<file path="config.mk">
export PLATFORM = sky130hd
export DESIGN_NAME = polyphonic_square_tone_mixer_flat
export DESIGN_NICKNAME = d
export VERILOG_FILES = /design/src/hw/rtl/psm_pkg.sv /design/src/hw/rtl/psm_ifs.sv /design/src/hw/rtl/psm_cell.sv /design/src/hw/rtl/polyphonic_square_tone_mixer.sv /design/src/flat_wrapper.sv
export SDC_FILE = /design/constraint.sdc
export NUM_CORES = 2
export LEC_CHECK = 0
export BUFFER_PORTS_ARGS = -buffer_cell sky130_fd_sc_hd__buf_2
export CORE_ASPECT_RATIO = 0.8
export CORE_UTILIZATION = 50
export DETAILED_ROUTE_END_ITERATION = 6
export HOLD_SLACK_MARGIN = 0.12
export PLACE_DENSITY = 0.77
export SETUP_SLACK_MARGIN = 0.15
export SYNTH_ARGS = -nofsm -noshare
export SYNTH_HDL_FRONTEND = slang
export SYNTH_SLANG_ARGS = --single-unit
</file>
<file path="constraint.sdc">
create_clock -name clk_i -period 2.95 [get_ports clk_i]
set_input_delay 0.7375 -clock clk_i [delete_from_list [all_inputs] [get_ports clk_i]]
set_output_delay 0.7375 -clock clk_i [all_outputs]
set_load 0.05 [all_outputs]
</file>
<file path="src/hw/rtl/psm_pkg.sv">
// Package of the polyphonic square tone mixer: sizes, token type and period ROM.
// Used by the interfaces, the cell, the top level and the checker; depends on nothing.
package psm_pkg;

  // Voice count and phase format.
  localparam int VOICE_COUNT     = 25;
  localparam int PHASE_FRAC_BITS = 8;
  localparam int PHASE_W         = 16;
  localparam int INPUT_BITS      = 25;
  localparam int SAMPLE_W        = 6;

  // Running sum wide enough for every voice to add one step.
  localparam int SUM_W = $clog2(VOICE_COUNT + 1) + 1;

  // Delay from an accepted word to the result showing at the output.
  localparam int PSM_LATENCY = VOICE_COUNT + 1;

  // Equal-tempered period ROM construction constants.
  localparam int          CENTER_INDEX = 21;
  localparam logic [63:0] RATIO_NUM    = 64'd1059463;
  localparam logic [63:0] RATIO_DEN    = 64'd1000000;

  localparam logic [PHASE_W:0] PHASE_STEP = (PHASE_W + 1)'(1) << PHASE_FRAC_BITS;

  localparam logic signed [SUM_W-1:0] SUM_UP   = SUM_W'(1);
  localparam logic signed [SUM_W-1:0] SUM_DOWN = '1;
  localparam logic signed [SUM_W-1:0] SUM_ZERO = '0;

  localparam logic signed [SUM_W+SAMPLE_W:0] SAMPLE_HI = (SUM_W + SAMPLE_W + 1)'(31);
  localparam logic signed [SUM_W+SAMPLE_W:0] SAMPLE_LO = -(SUM_W + SAMPLE_W + 1)'(32);

  // Largest magnitude a result can reach with the voices that have an input bit.
  localparam int SOUNDING = (VOICE_COUNT < INPUT_BITS) ? VOICE_COUNT : INPUT_BITS;
  localparam int SAMPLE_MAX_INT = (SOUNDING > 31) ? 31 : SOUNDING;
  localparam logic signed [SAMPLE_W-1:0] SAMPLE_MAX = SAMPLE_W'(SAMPLE_MAX_INT);
  localparam logic signed [SAMPLE_W-1:0] SAMPLE_MIN = -SAMPLE_W'(SAMPLE_MAX_INT);

  // Token handed from cell to cell along the chain.
  typedef struct packed {
    logic                    valid;
    logic [INPUT_BITS-1:0]   mask;
    logic signed [SUM_W-1:0] sum;
  } psm_tok_t;

  typedef logic [VOICE_COUNT-1:0][PHASE_W-1:0] period_rom_t;

  // Period of one voice in Q8.8, built from a Q.32 value by rounded semitone steps.
  function automatic logic [PHASE_W-1:0] period_fixed(int idx);
    logic [63:0] p;
    logic [63:0] r;
    p = ((64'd32000 << 32) + 64'd220) / 64'd440;
    if (idx < CENTER_INDEX) begin
      for (int k = idx; k < CENTER_INDEX; k++) begin
        p = (p * RATIO_NUM + RATIO_DEN / 64'd2) / RATIO_DEN;
      end
    end else begin
      for (int k = CENTER_INDEX; k < idx; k++) begin
        p = (p * RATIO_DEN + RATIO_NUM / 64'd2) / RATIO_NUM;
      end
    end
    r = (p + (64'd1 << (31 - PHASE_FRAC_BITS))) >> (32 - PHASE_FRAC_BITS);
    if (r > 64'hFFFF) begin
      r = 64'hFFFF;
    end
    return r[PHASE_W-1:0];
  endfunction

  function automatic period_rom_t build_period_rom();
    period_rom_t rom;
    for (int j = 0; j < VOICE_COUNT; j++) begin
      rom[j] = period_fixed(j);
    end
    return rom;
  endfunction

  localparam period_rom_t VOICE_PERIOD = build_period_rom();

  // Clamp the running sum to the signed sample range.
  function automatic logic signed [SAMPLE_W-1:0] sat_sample(logic signed [SUM_W-1:0] s);
    logic signed [SUM_W+SAMPLE_W:0] e;
    logic signed [SAMPLE_W-1:0]     r;
    e = (SUM_W + SAMPLE_W + 1)'(s);
    if (e > SAMPLE_HI) begin
      r = SAMPLE_HI[SAMPLE_W-1:0];
    end else if (e < SAMPLE_LO) begin
      r = SAMPLE_LO[SAMPLE_W-1:0];
    end else begin
      r = e[SAMPLE_W-1:0];
    end
    return r;
  endfunction

endpackage

</file>
<file path="src/hw/rtl/psm_ifs.sv">
// Valid/ready channel interfaces of the tone mixer: tick words in, samples out.
// Depends on psm_pkg for the payload widths.
interface psm_tick_if;
  import psm_pkg::*;
  logic                  valid;
  logic                  ready;
  logic [INPUT_BITS-1:0] voices_on_mask;
  modport source (output valid, output voices_on_mask, input ready);
  modport sink (input valid, input voices_on_mask, output ready);
endinterface

interface psm_sample_if;
  import psm_pkg::*;
  logic                       valid;
  logic                       ready;
  logic signed [SAMPLE_W-1:0] mixed_sample;
  modport source (output valid, output mixed_sample, input ready);
  modport sink (input valid, input mixed_sample, output ready);
endinterface

</file>
<file path="src/hw/rtl/psm_cell.sv">
// One voice cell of the mixer chain: holds the voice phase and adds its level.
// Depends on psm_pkg for the token type and phase format.
module psm_cell (
  input  logic                           clk_i,
  input  logic                           rst_ni,
  input  logic [psm_pkg::PHASE_W-1:0]    period_i,
  input  psm_pkg::psm_tok_t              tok_i,
  output psm_pkg::psm_tok_t              tok_o
);
  import psm_pkg::*;

  logic [PHASE_W-1:0]    phase_q, phase_d;
  logic                  valid_q;
  logic [INPUT_BITS-1:0] mask_q;
  logic signed [SUM_W-1:0] sum_q, sum_d;
  logic                  active;
  logic                  level_high;
  logic [PHASE_W:0]      phase_inc;
  logic [PHASE_W:0]      phase_wrap;

  // The voice sounds when the token passes and its mask bit is set.
  assign active = tok_i.valid && tok_i.mask[0];

  // Level from the phase before the advance, then advance and wrap.
  always_comb begin
    level_high = ({phase_q, 1'b0} > {1'b0, period_i});
    phase_inc  = {1'b0, phase_q} + PHASE_STEP;
    if (phase_inc > {1'b0, period_i}) begin
      phase_wrap = phase_inc - {1'b0, period_i};
    end else begin
      phase_wrap = phase_inc;
    end
    phase_d = active ? phase_wrap[PHASE_W-1:0] : phase_q;
    sum_d   = active ? (tok_i.sum + (level_high ? SUM_UP : SUM_DOWN)) : tok_i.sum;
  end

  // Phase state and token valid are cleared by reset.
  always_ff @(posedge clk_i or negedge rst_ni) begin
    if (!rst_ni) begin
      phase_q <= '0;
      valid_q <= 1'b0;
    end else begin
      phase_q <= phase_d;
      valid_q <= tok_i.valid;
    end
  end

  // Token payload moves on to the next cell with the mask shifted down.
  always_ff @(posedge clk_i) begin
    mask_q <= tok_i.mask >> 1;
    sum_q  <= sum_d;
  end

  assign tok_o = '{valid: valid_q, mask: mask_q, sum: sum_q};

endmodule

</file>
<file path="src/hw/rtl/polyphonic_square_tone_mixer.sv">
// Polyphonic square tone mixer: each accepted tick word walks a chain of voice cells,
// one cell per voice and one cell per cycle, and the sum leaves through an output
// register. A new word is taken once the previous sample has left or is leaving, so
// one word is in flight at a time.
module polyphonic_square_tone_mixer (
  input  logic         clk_i,
  input  logic         rst_ni,
  psm_tick_if.sink     tick_i,
  psm_sample_if.source sample_o
);
  import psm_pkg::*;

  psm_tok_t tok [VOICE_COUNT+1];

  logic busy_q, busy_d;
  logic out_valid_q, out_valid_d;
  logic signed [SAMPLE_W-1:0] sample_q;
  logic in_accept;
  logic out_taken;

  // A word is taken when the chain is empty and the output is free or draining.
  assign out_taken    = out_valid_q && sample_o.ready;
  assign tick_i.ready = !busy_q && (!out_valid_q || sample_o.ready);
  assign in_accept    = tick_i.valid && tick_i.ready;

  // Chain head: the accepted word starts with a zero sum.
  assign tok[0] = '{valid: in_accept, mask: tick_i.voices_on_mask, sum: SUM_ZERO};

  // One cell per voice, each handing the token to its neighbor.
  for (genvar j = 0; j < VOICE_COUNT; j++) begin : g_cell
    psm_cell u_cell (
      .clk_i    (clk_i),
      .rst_ni   (rst_ni),
      .period_i (VOICE_PERIOD[j]),
      .tok_i    (tok[j]),
      .tok_o    (tok[j+1])
    );
  end

  // Busy from acceptance until the token leaves the last cell; output valid until taken.
  always_comb begin
    busy_d      = busy_q;
    out_valid_d = out_valid_q;
    if (in_accept) begin
      busy_d = 1'b1;
    end else if (tok[VOICE_COUNT].valid) begin
      busy_d = 1'b0;
    end
    if (tok[VOICE_COUNT].valid) begin
      out_valid_d = 1'b1;
    end else if (out_taken) begin
      out_valid_d = 1'b0;
    end
  end

  always_ff @(posedge clk_i or negedge rst_ni) begin
    if (!rst_ni) begin
      busy_q      <= 1'b0;
      out_valid_q <= 1'b0;
    end else begin
      busy_q      <= busy_d;
      out_valid_q <= out_valid_d;
    end
  end

  // Output register holds the clamped sum.
  always_ff @(posedge clk_i) begin
    if (tok[VOICE_COUNT].valid) begin
      sample_q <= sat_sample(tok[VOICE_COUNT].sum);
    end
  end

  assign sample_o.valid        = out_valid_q;
  assign sample_o.mixed_sample = sample_q;

endmodule

</file>
<file path="src/flat_wrapper.sv">
// flat-port wrapper written by rule: the top's interface ports become plain ports
module polyphonic_square_tone_mixer_flat import psm_pkg::*;
  (clk_i, rst_ni, tick_i_valid, tick_i_voices_on_mask, tick_i_ready, sample_o_valid, sample_o_mixed_sample, sample_o_ready);
  psm_tick_if tick_i_i ();
  psm_sample_if sample_o_i ();
  input  logic clk_i;
  input  logic rst_ni;
  input wire logic [$bits(tick_i_i.valid)-1:0] tick_i_valid;
  input wire logic [$bits(tick_i_i.voices_on_mask)-1:0] tick_i_voices_on_mask;
  output wire logic [$bits(tick_i_i.ready)-1:0] tick_i_ready;
  output wire logic [$bits(sample_o_i.valid)-1:0] sample_o_valid;
  output wire logic [$bits(sample_o_i.mixed_sample)-1:0] sample_o_mixed_sample;
  input wire logic [$bits(sample_o_i.ready)-1:0] sample_o_ready;
  assign tick_i_i.valid = tick_i_valid;
  assign tick_i_i.voices_on_mask = tick_i_voices_on_mask;
  assign tick_i_ready = tick_i_i.ready;
  assign sample_o_valid = sample_o_i.valid;
  assign sample_o_mixed_sample = sample_o_i.mixed_sample;
  assign sample_o_i.ready = sample_o_ready;
  polyphonic_square_tone_mixer u_core (.clk_i(clk_i), .rst_ni(rst_ni), .tick_i(tick_i_i), .sample_o(sample_o_i));
endmodule
</file>
==> Word level (Yosys, flattened, before mapping) <==
Cells that the tools add are included.
{ "totals": {"ff_bits": 883, "inputBits": 29, "wordCells": 340} }
{ "op_classes": {"n_addsub": 74, "n_lt_le_gt_ge": 52, "muxes": 79, "n_reduce_logical": 33} }
{ "ops": {"columns": ["cell", "count"], "rows": [
  ["16-bit by 9-bit adder with 17-bit output, second input constant", 25],
  ["17-bit by 15-bit > comparator with 1-bit output, second input constant", 24],
  ["17-bit by 16-bit > comparator with 1-bit output, second input constant", 24],
  ["16-bit two-way mux", 25],
  ["6-bit two-way mux", 50],
  ["16-bit by 15-bit subtractor with 16-bit output, second input constant", 12],
  ["16-bit subtractor, second input constant", 12],
  ["6-bit adder", 24],
  ["17-bit by 14-bit > comparator with 1-bit output, second input constant", 2],
  ["1-bit logical AND", 28],
  ["16-bit by 14-bit subtractor with 16-bit output, second input constant", 1],
  ["6-bit > comparator, second input constant", 1],
  ["6-bit < comparator, second input constant", 1],
  ["1-bit two-way mux", 4],
  ["2-bit nonzero test", 2],
  ["1-bit logical NOT", 2],
  ["1-bit logical OR", 1]
]} }

==> Longest topological paths before layout <==
{ "depth": {"word_depth": 5, "ltp_mapped": 16, "mapped_depth_nobuf": 16} }

==> Cells and area by module <==
A second synthesis with hierarchy kept.
{ "hier_totals": {"cells_unflattened": 7905, "area_unflattened_um2": 74763.0} }
{ "by_module_without_submodules": {"columns": ["mod", "instances", "cells_each", "area_each_um2"], "rows": [
  ["psm_cell at u_core.g_cell[15].u_cell ...", 14, 319, 3020.4],
  ["psm_cell at u_core.g_cell[0].u_cell ...", 9, 309, 2915.3],
  ["psm_cell at u_core.g_cell[7].u_cell", 1, 333, 3020.4],
  ["psm_cell at u_core.g_cell[8].u_cell", 1, 302, 2915.3],
  ["polyphonic_square_tone_mixer", 1, 23, 304.0]
]} }

==> Worst setup path before layout <==
OpenSTA, ideal clock, no wires.
{ "synth_timing": {"kind": "register to register", "startpoint": "reg u_core.g_cell[17].u_cell.phase_q[0]", "endpoint": "reg u_core.g_cell[17].u_cell.sum_q[5]", "setup_time_ns": 0.121, "arrival_ns": 2.885, "path_slack_ns": -0.056, "stages_incl_launch_ff": 17, "synth_period_minus_slack_ns": 3.006, "cell_sequence": "dfrtp_1 -> inv_1 -> ha_1 -> or3b_2 -> a21oi_1 -> o21ai_0 -> a31oi_1 -> o21ai_0 -> inv_1 -> ha_1 -> a21o_1 -> a21oi_1 -> o21bai_1 -> a21oi_1 -> xnor2_1 -> nor2_1 -> xor2_1"} }
{ "synth_between": {"elab_chain_cells": 4} }
{ "synth_rtl": {"columns": ["element", "line", "rtl"], "rows": [
  ["start, declared", "psm_cell.sv:12", "logic [PHASE_W-1:0] phase_q, phase_d;"],
  ["start signal, assigned", "psm_cell.sv:43", "phase_q <= phase_d;"],
  ["17-bit by 15-bit > comparator with 1-bit output", "psm_cell.sv:26", "level_high = ({phase_q, 1'b0} > {1'b0, period_i});"],
  ["6-bit two-way mux", "psm_cell.sv:34", "sum_d = active ? (tok_i.sum + (level_high ? SUM_UP : SUM_DOWN)) : tok_i.sum;"],
  ["6-bit adder", "psm_cell.sv:34", null],
  ["6-bit two-way mux", "psm_cell.sv:34", null],
  ["via u_core.g_cell[17].u_cell.sum_d[5]", "psm_cell.sv:15", "logic signed [SUM_W-1:0] sum_q, sum_d;"],
  ["end signal, assigned", "psm_cell.sv:51", "sum_q <= sum_d;"],
  ["end, declared", "psm_cell.sv:15", null]
]} }
The timed path passes the listed nets, and every way through them passes these cells.
A chain may end at the register's enable or synchronous reset.

==> Worst setup path after layout <==
Ends and elaborated chain as after synthesis.

==> results by group <==
Power and ir drop
  • Worst VDD drop: 0.0005028 V
  • Post-layout power: 39,150 uW
  • Pleak: 0.02151 uW
  • Power density over the cells: 807.5 nW/um2

Yosys
  • Warnings from Yosys: 0
  • Netlist Area Pre-Place: 41,840 um2
  • Syn_nets: 4,704
  • Async S/R FF share, synth: 46.88%
  • Top FF cell, synth: dfxtp_1
  • Synth Register Bits: 849
  • Synth cell types: 99
  • Syn_area_per_cell: 9.445 um2
  • Mapped Cells: 4,430
  • Seq/Total Area, Yosys: 45.53%
  • Number of flops mapped to enable cells by yosys: 6

Critical path
  • CP Data Required Time: 3480 ps
  • Reg2reg path depth: 16
  • CP Capture Point: u_core.g_cell[17].u_cell.sum_q[5]
  • CP top delay family: compound AO/OA/AOI/OAI gates
  • Crit path kind: register to register
  • RR Endpoint: u_core.g_cell[17].u_cell.sum_q[5]
  • Crit path buf inv count: 3
  • R2R Path Start: u_core.g_cell[17].u_cell.phase_q[0]
  • WP depth: 16
  • CP Capture Type: register
  • Worst setup path startpoint: u_core.g_cell[17].u_cell.phase_q[0]
  • CP arrival: 3410 ps
  • Nature of the critical path startpoint: register
  • CP Max Fanout: 3
  • Slowest-stage cell, CP: dfrtp_1
  • R2R setup slack: 80 ps
  • CP peak stage delay: 390 ps
  • Cell Chain, Critical Path: inv_2, ha_4, or3b_4, a21oi_2, o21ai_1, a31oi_1, o21ai_1, inv_1, buf_4, ha_1, a21oi_2, o21bai_1, a21oi_1, xnor2_1, nor2_1, xor2_1

Floorplanning
  • Initial core utilization: 50.68%
  • Die H: 260.7 um
  • Die Area: 84,850 um2
  • Core Rows: 94
  • Core area: 82,560 um2
  • Ports: 37
  • Die width: 325.4 um

Global route
  • Vias in the first global route: 29,645
  • Total GRT Usage: 18.74%
  • Initial antenna violation count: 1
  • First-pass GRT wire length: 137.8 mm
  • Largest net degree at the start of global routing: 66
  • Gr ovfl total: 0

Status
  • Status: finished clean

Finish
  • Most frequent cells in the layout: 445 x dfxtp_1, 439 x nand2_1, 376 x dfrtp_1
  • Share of layout cells above drive strength 1: 14.34%
  • Antenna Cells: 0
  • Layout net count: 4,892
  • Area delta synth->final: 15.87%
  • Number of fill cells: 6,782
  • Commonest non-fill, non-tap cell in the layout: dfxtp_1

Hold path
  • Worst hold path type: input pin to register

Detailed routing
  • Initial drt markers: 2,176
  • Via density: 5.435
  • Via count: 31,502
  • WL/cell: 14.29 um
  • Pre-Repair DR Iteration Count: 5
  • Final ANT Viol Nets: 0
  • # DRC: 0
  • Final wirelength: 82.84 mm

STA
  • RSZ-0062 raised after global routing: yes
  • Min Tclk post-route: 2873 ps
  • Slew @ Worst Pin: 803.0 ps
  • TNS Setup: 0 ps
  • Achievable Freq: 348.0 MHz
  • Max_slew headroom: 46.34%
  • Hold Fails Final Rpt: 0
  • Final Cycle Share: 97.40%
  • Max Clock Skew: 31.79 ps
  • Finish-stage setup viols: 0
  • Final Max Tran Viols: 0

Placement
  • Final HPWL DP: 54.50 mm
  • PortBufs: 36
  • Placer Congestion: 0.8803

CTS
  • H-tree depth: 3
  • CTS buffer count: 86
  • Clk root buf: clkbuf_16
  • CTS tree: built
  • Clk_lat worst skew: 670 ps
  • Clock-pin slew on the worst setup and hold paths: 70 ps
  • Longest Clk Path Bufs: 3
  • Clock Sink Count: 849

Job
  • Max-cap viol count: 0
==> final cells by class <==
cell class | count | area (um2) | area share [%]
sequential | 849 | 19080 | 39.35
clock inverter | 41 | 576.8 | 1.190
tap | 1104 | 1381 | 2.849
timing repair buffer | 278 | 2083 | 4.297
multi-input combinational | 3138 | 21910 | 45.19
clock buffer | 121 | 2456 | 5.066
inverter | 265 | 997.2 | 2.057
==> worst min-delay path by stage <==
stage / start / end / slack, ps / cells past startpoint
after floorplan: u_core.g_cell[9].u_cell.mask_q[1] / u_core.g_cell[10].u_cell.mask_q[0] / 310 / 0
after global placement: u_core.g_cell[17].u_cell.mask_q[6] / u_core.g_cell[18].u_cell.mask_q[5] / 310 / 0
after detailed placement: u_core.g_cell[0].u_cell.mask_q[20] / u_core.g_cell[1].u_cell.mask_q[19] / 310 / 0
after CTS: tick_i_voices_on_mask[24] / u_core.g_cell[0].u_cell.mask_q[23] / 120 / 1
after global routing: tick_i_voices_on_mask[6] / u_core.g_cell[0].u_cell.mask_q[5] / 130 / 1
final: tick_i_voices_on_mask[6] / u_core.g_cell[0].u_cell.mask_q[5] / 160 / 1
==> metal layers <==
layer / GRT usage, % / routed length (um)
met5: 0 / 0
met3: 3.033 / 3385
met2: 30.03 / 38170
met4: 5.360 / 1698
met1: 26.19 / 39580
==> cell usage after synthesis, types with 11 or more instances <==
cell type | count | share of area (%)
o21ai_0 | 325 | 3.9
o21bai_1 | 36 | 0.65
and4_1 | 14 | 0.29
a21o_1 | 77 | 1.4
a211oi_1 | 25 | 0.45
or2_2 | 17 | 0.25
nand3_1 | 128 | 1.5
a21boi_0 | 16 | 0.29
a31oi_1 | 46 | 0.69
nor3_1 | 106 | 1.3
or3_1 | 39 | 0.58
inv_1 | 265 | 2.4
nand2b_1 | 27 | 0.40
xor2_1 | 237 | 5.0
and2_1 | 47 | 0.70
a211o_1 | 18 | 0.38
o21a_1 | 28 | 0.50
nand4_1 | 53 | 0.79
clkbuf_1 | 140 | 1.3
nor3b_1 | 12 | 0.22
dfxtp_1 | 445 | 21
nor4_1 | 26 | 0.39
buf_2 | 29 | 0.35
a21oi_1 | 246 | 2.9
nor2b_1 | 27 | 0.40
and3_1 | 58 | 0.87
o31ai_1 | 26 | 0.47
o211ai_1 | 25 | 0.45
fa_1 | 28 | 1.3
xnor2_1 | 288 | 6.0
nand2_1 | 440 | 3.9
mux2i_1 | 23 | 0.55
nand3b_1 | 20 | 0.36
dfrtp_1 | 398 | 24
o31a_1 | 11 | 0.23
ha_1 | 217 | 6.5
o22ai_1 | 17 | 0.25
mux2_2 | 12 | 0.32
nor2_1 | 241 | 2.2
==> sequential cells by signal (all words and copies together), names as in the netlist <==
| register | cells |
|---|---|
| u_core.busy_q | 1 |
| u_core.g_cell.u_cell.sum_q | 145 |
| u_core.sample_o.mixed_sample | 6 |
| u_core.sample_o.valid | 1 |
| u_core.g_cell.u_cell.mask_q | 300 |
| u_core.g_cell.u_cell.valid_q | 25 |
| u_core.g_cell.u_cell.phase_q | 371 |
==> where the power goes <==
group,leakage [uW],internal [uW],total (uW),switching [uW]
Sequential,0.00916,13400,15300,1830
Combinational,0.0109,5720,12400,6710
Clock,0.00146,6700,11400,4740
==> timing repair <==
item | CTS | global route
hold buffers | 1 | 0
setup buffers | 28 | 64
gates resized for setup | 41 | 186
pin swaps | 35 | 121
gates cloned | 0 | 2
endpoints found under the hold margin | 36 | 0
setup endpoints to repair | 41 | 202
==> kinds of logic after synthesis <==
logic type | Yosys count | synth area share (%)
simple gates | 1303 | 15.16
mux | 35 | 0.8732
buf+inv | 445 | 4.121
flops | 849 | 45.53
compound gates | 1027 | 15.48
xor+xnor | 525 | 10.99
fa+ha+maj | 246 | 7.853
==> per-stage QoR <==
step	cell area (um2)	utilization [%]	std cells	setup WS [ps]	hold slack (ps)
after floorplan	41880	-	4430	-2.829	309.6
after global placement	43900	53.17	5539	-69.57	309.6
after detailed placement	43900	53.17	5539	-100.7	312.1
after CTS	47290	57.27	5730	63.97	121.1
after global routing	48480	58.72	5796	-134.1	131.6
final	48480	58.72	5796	76.82	162.4
No activity file was read; power rests on OpenSTA's default activity.
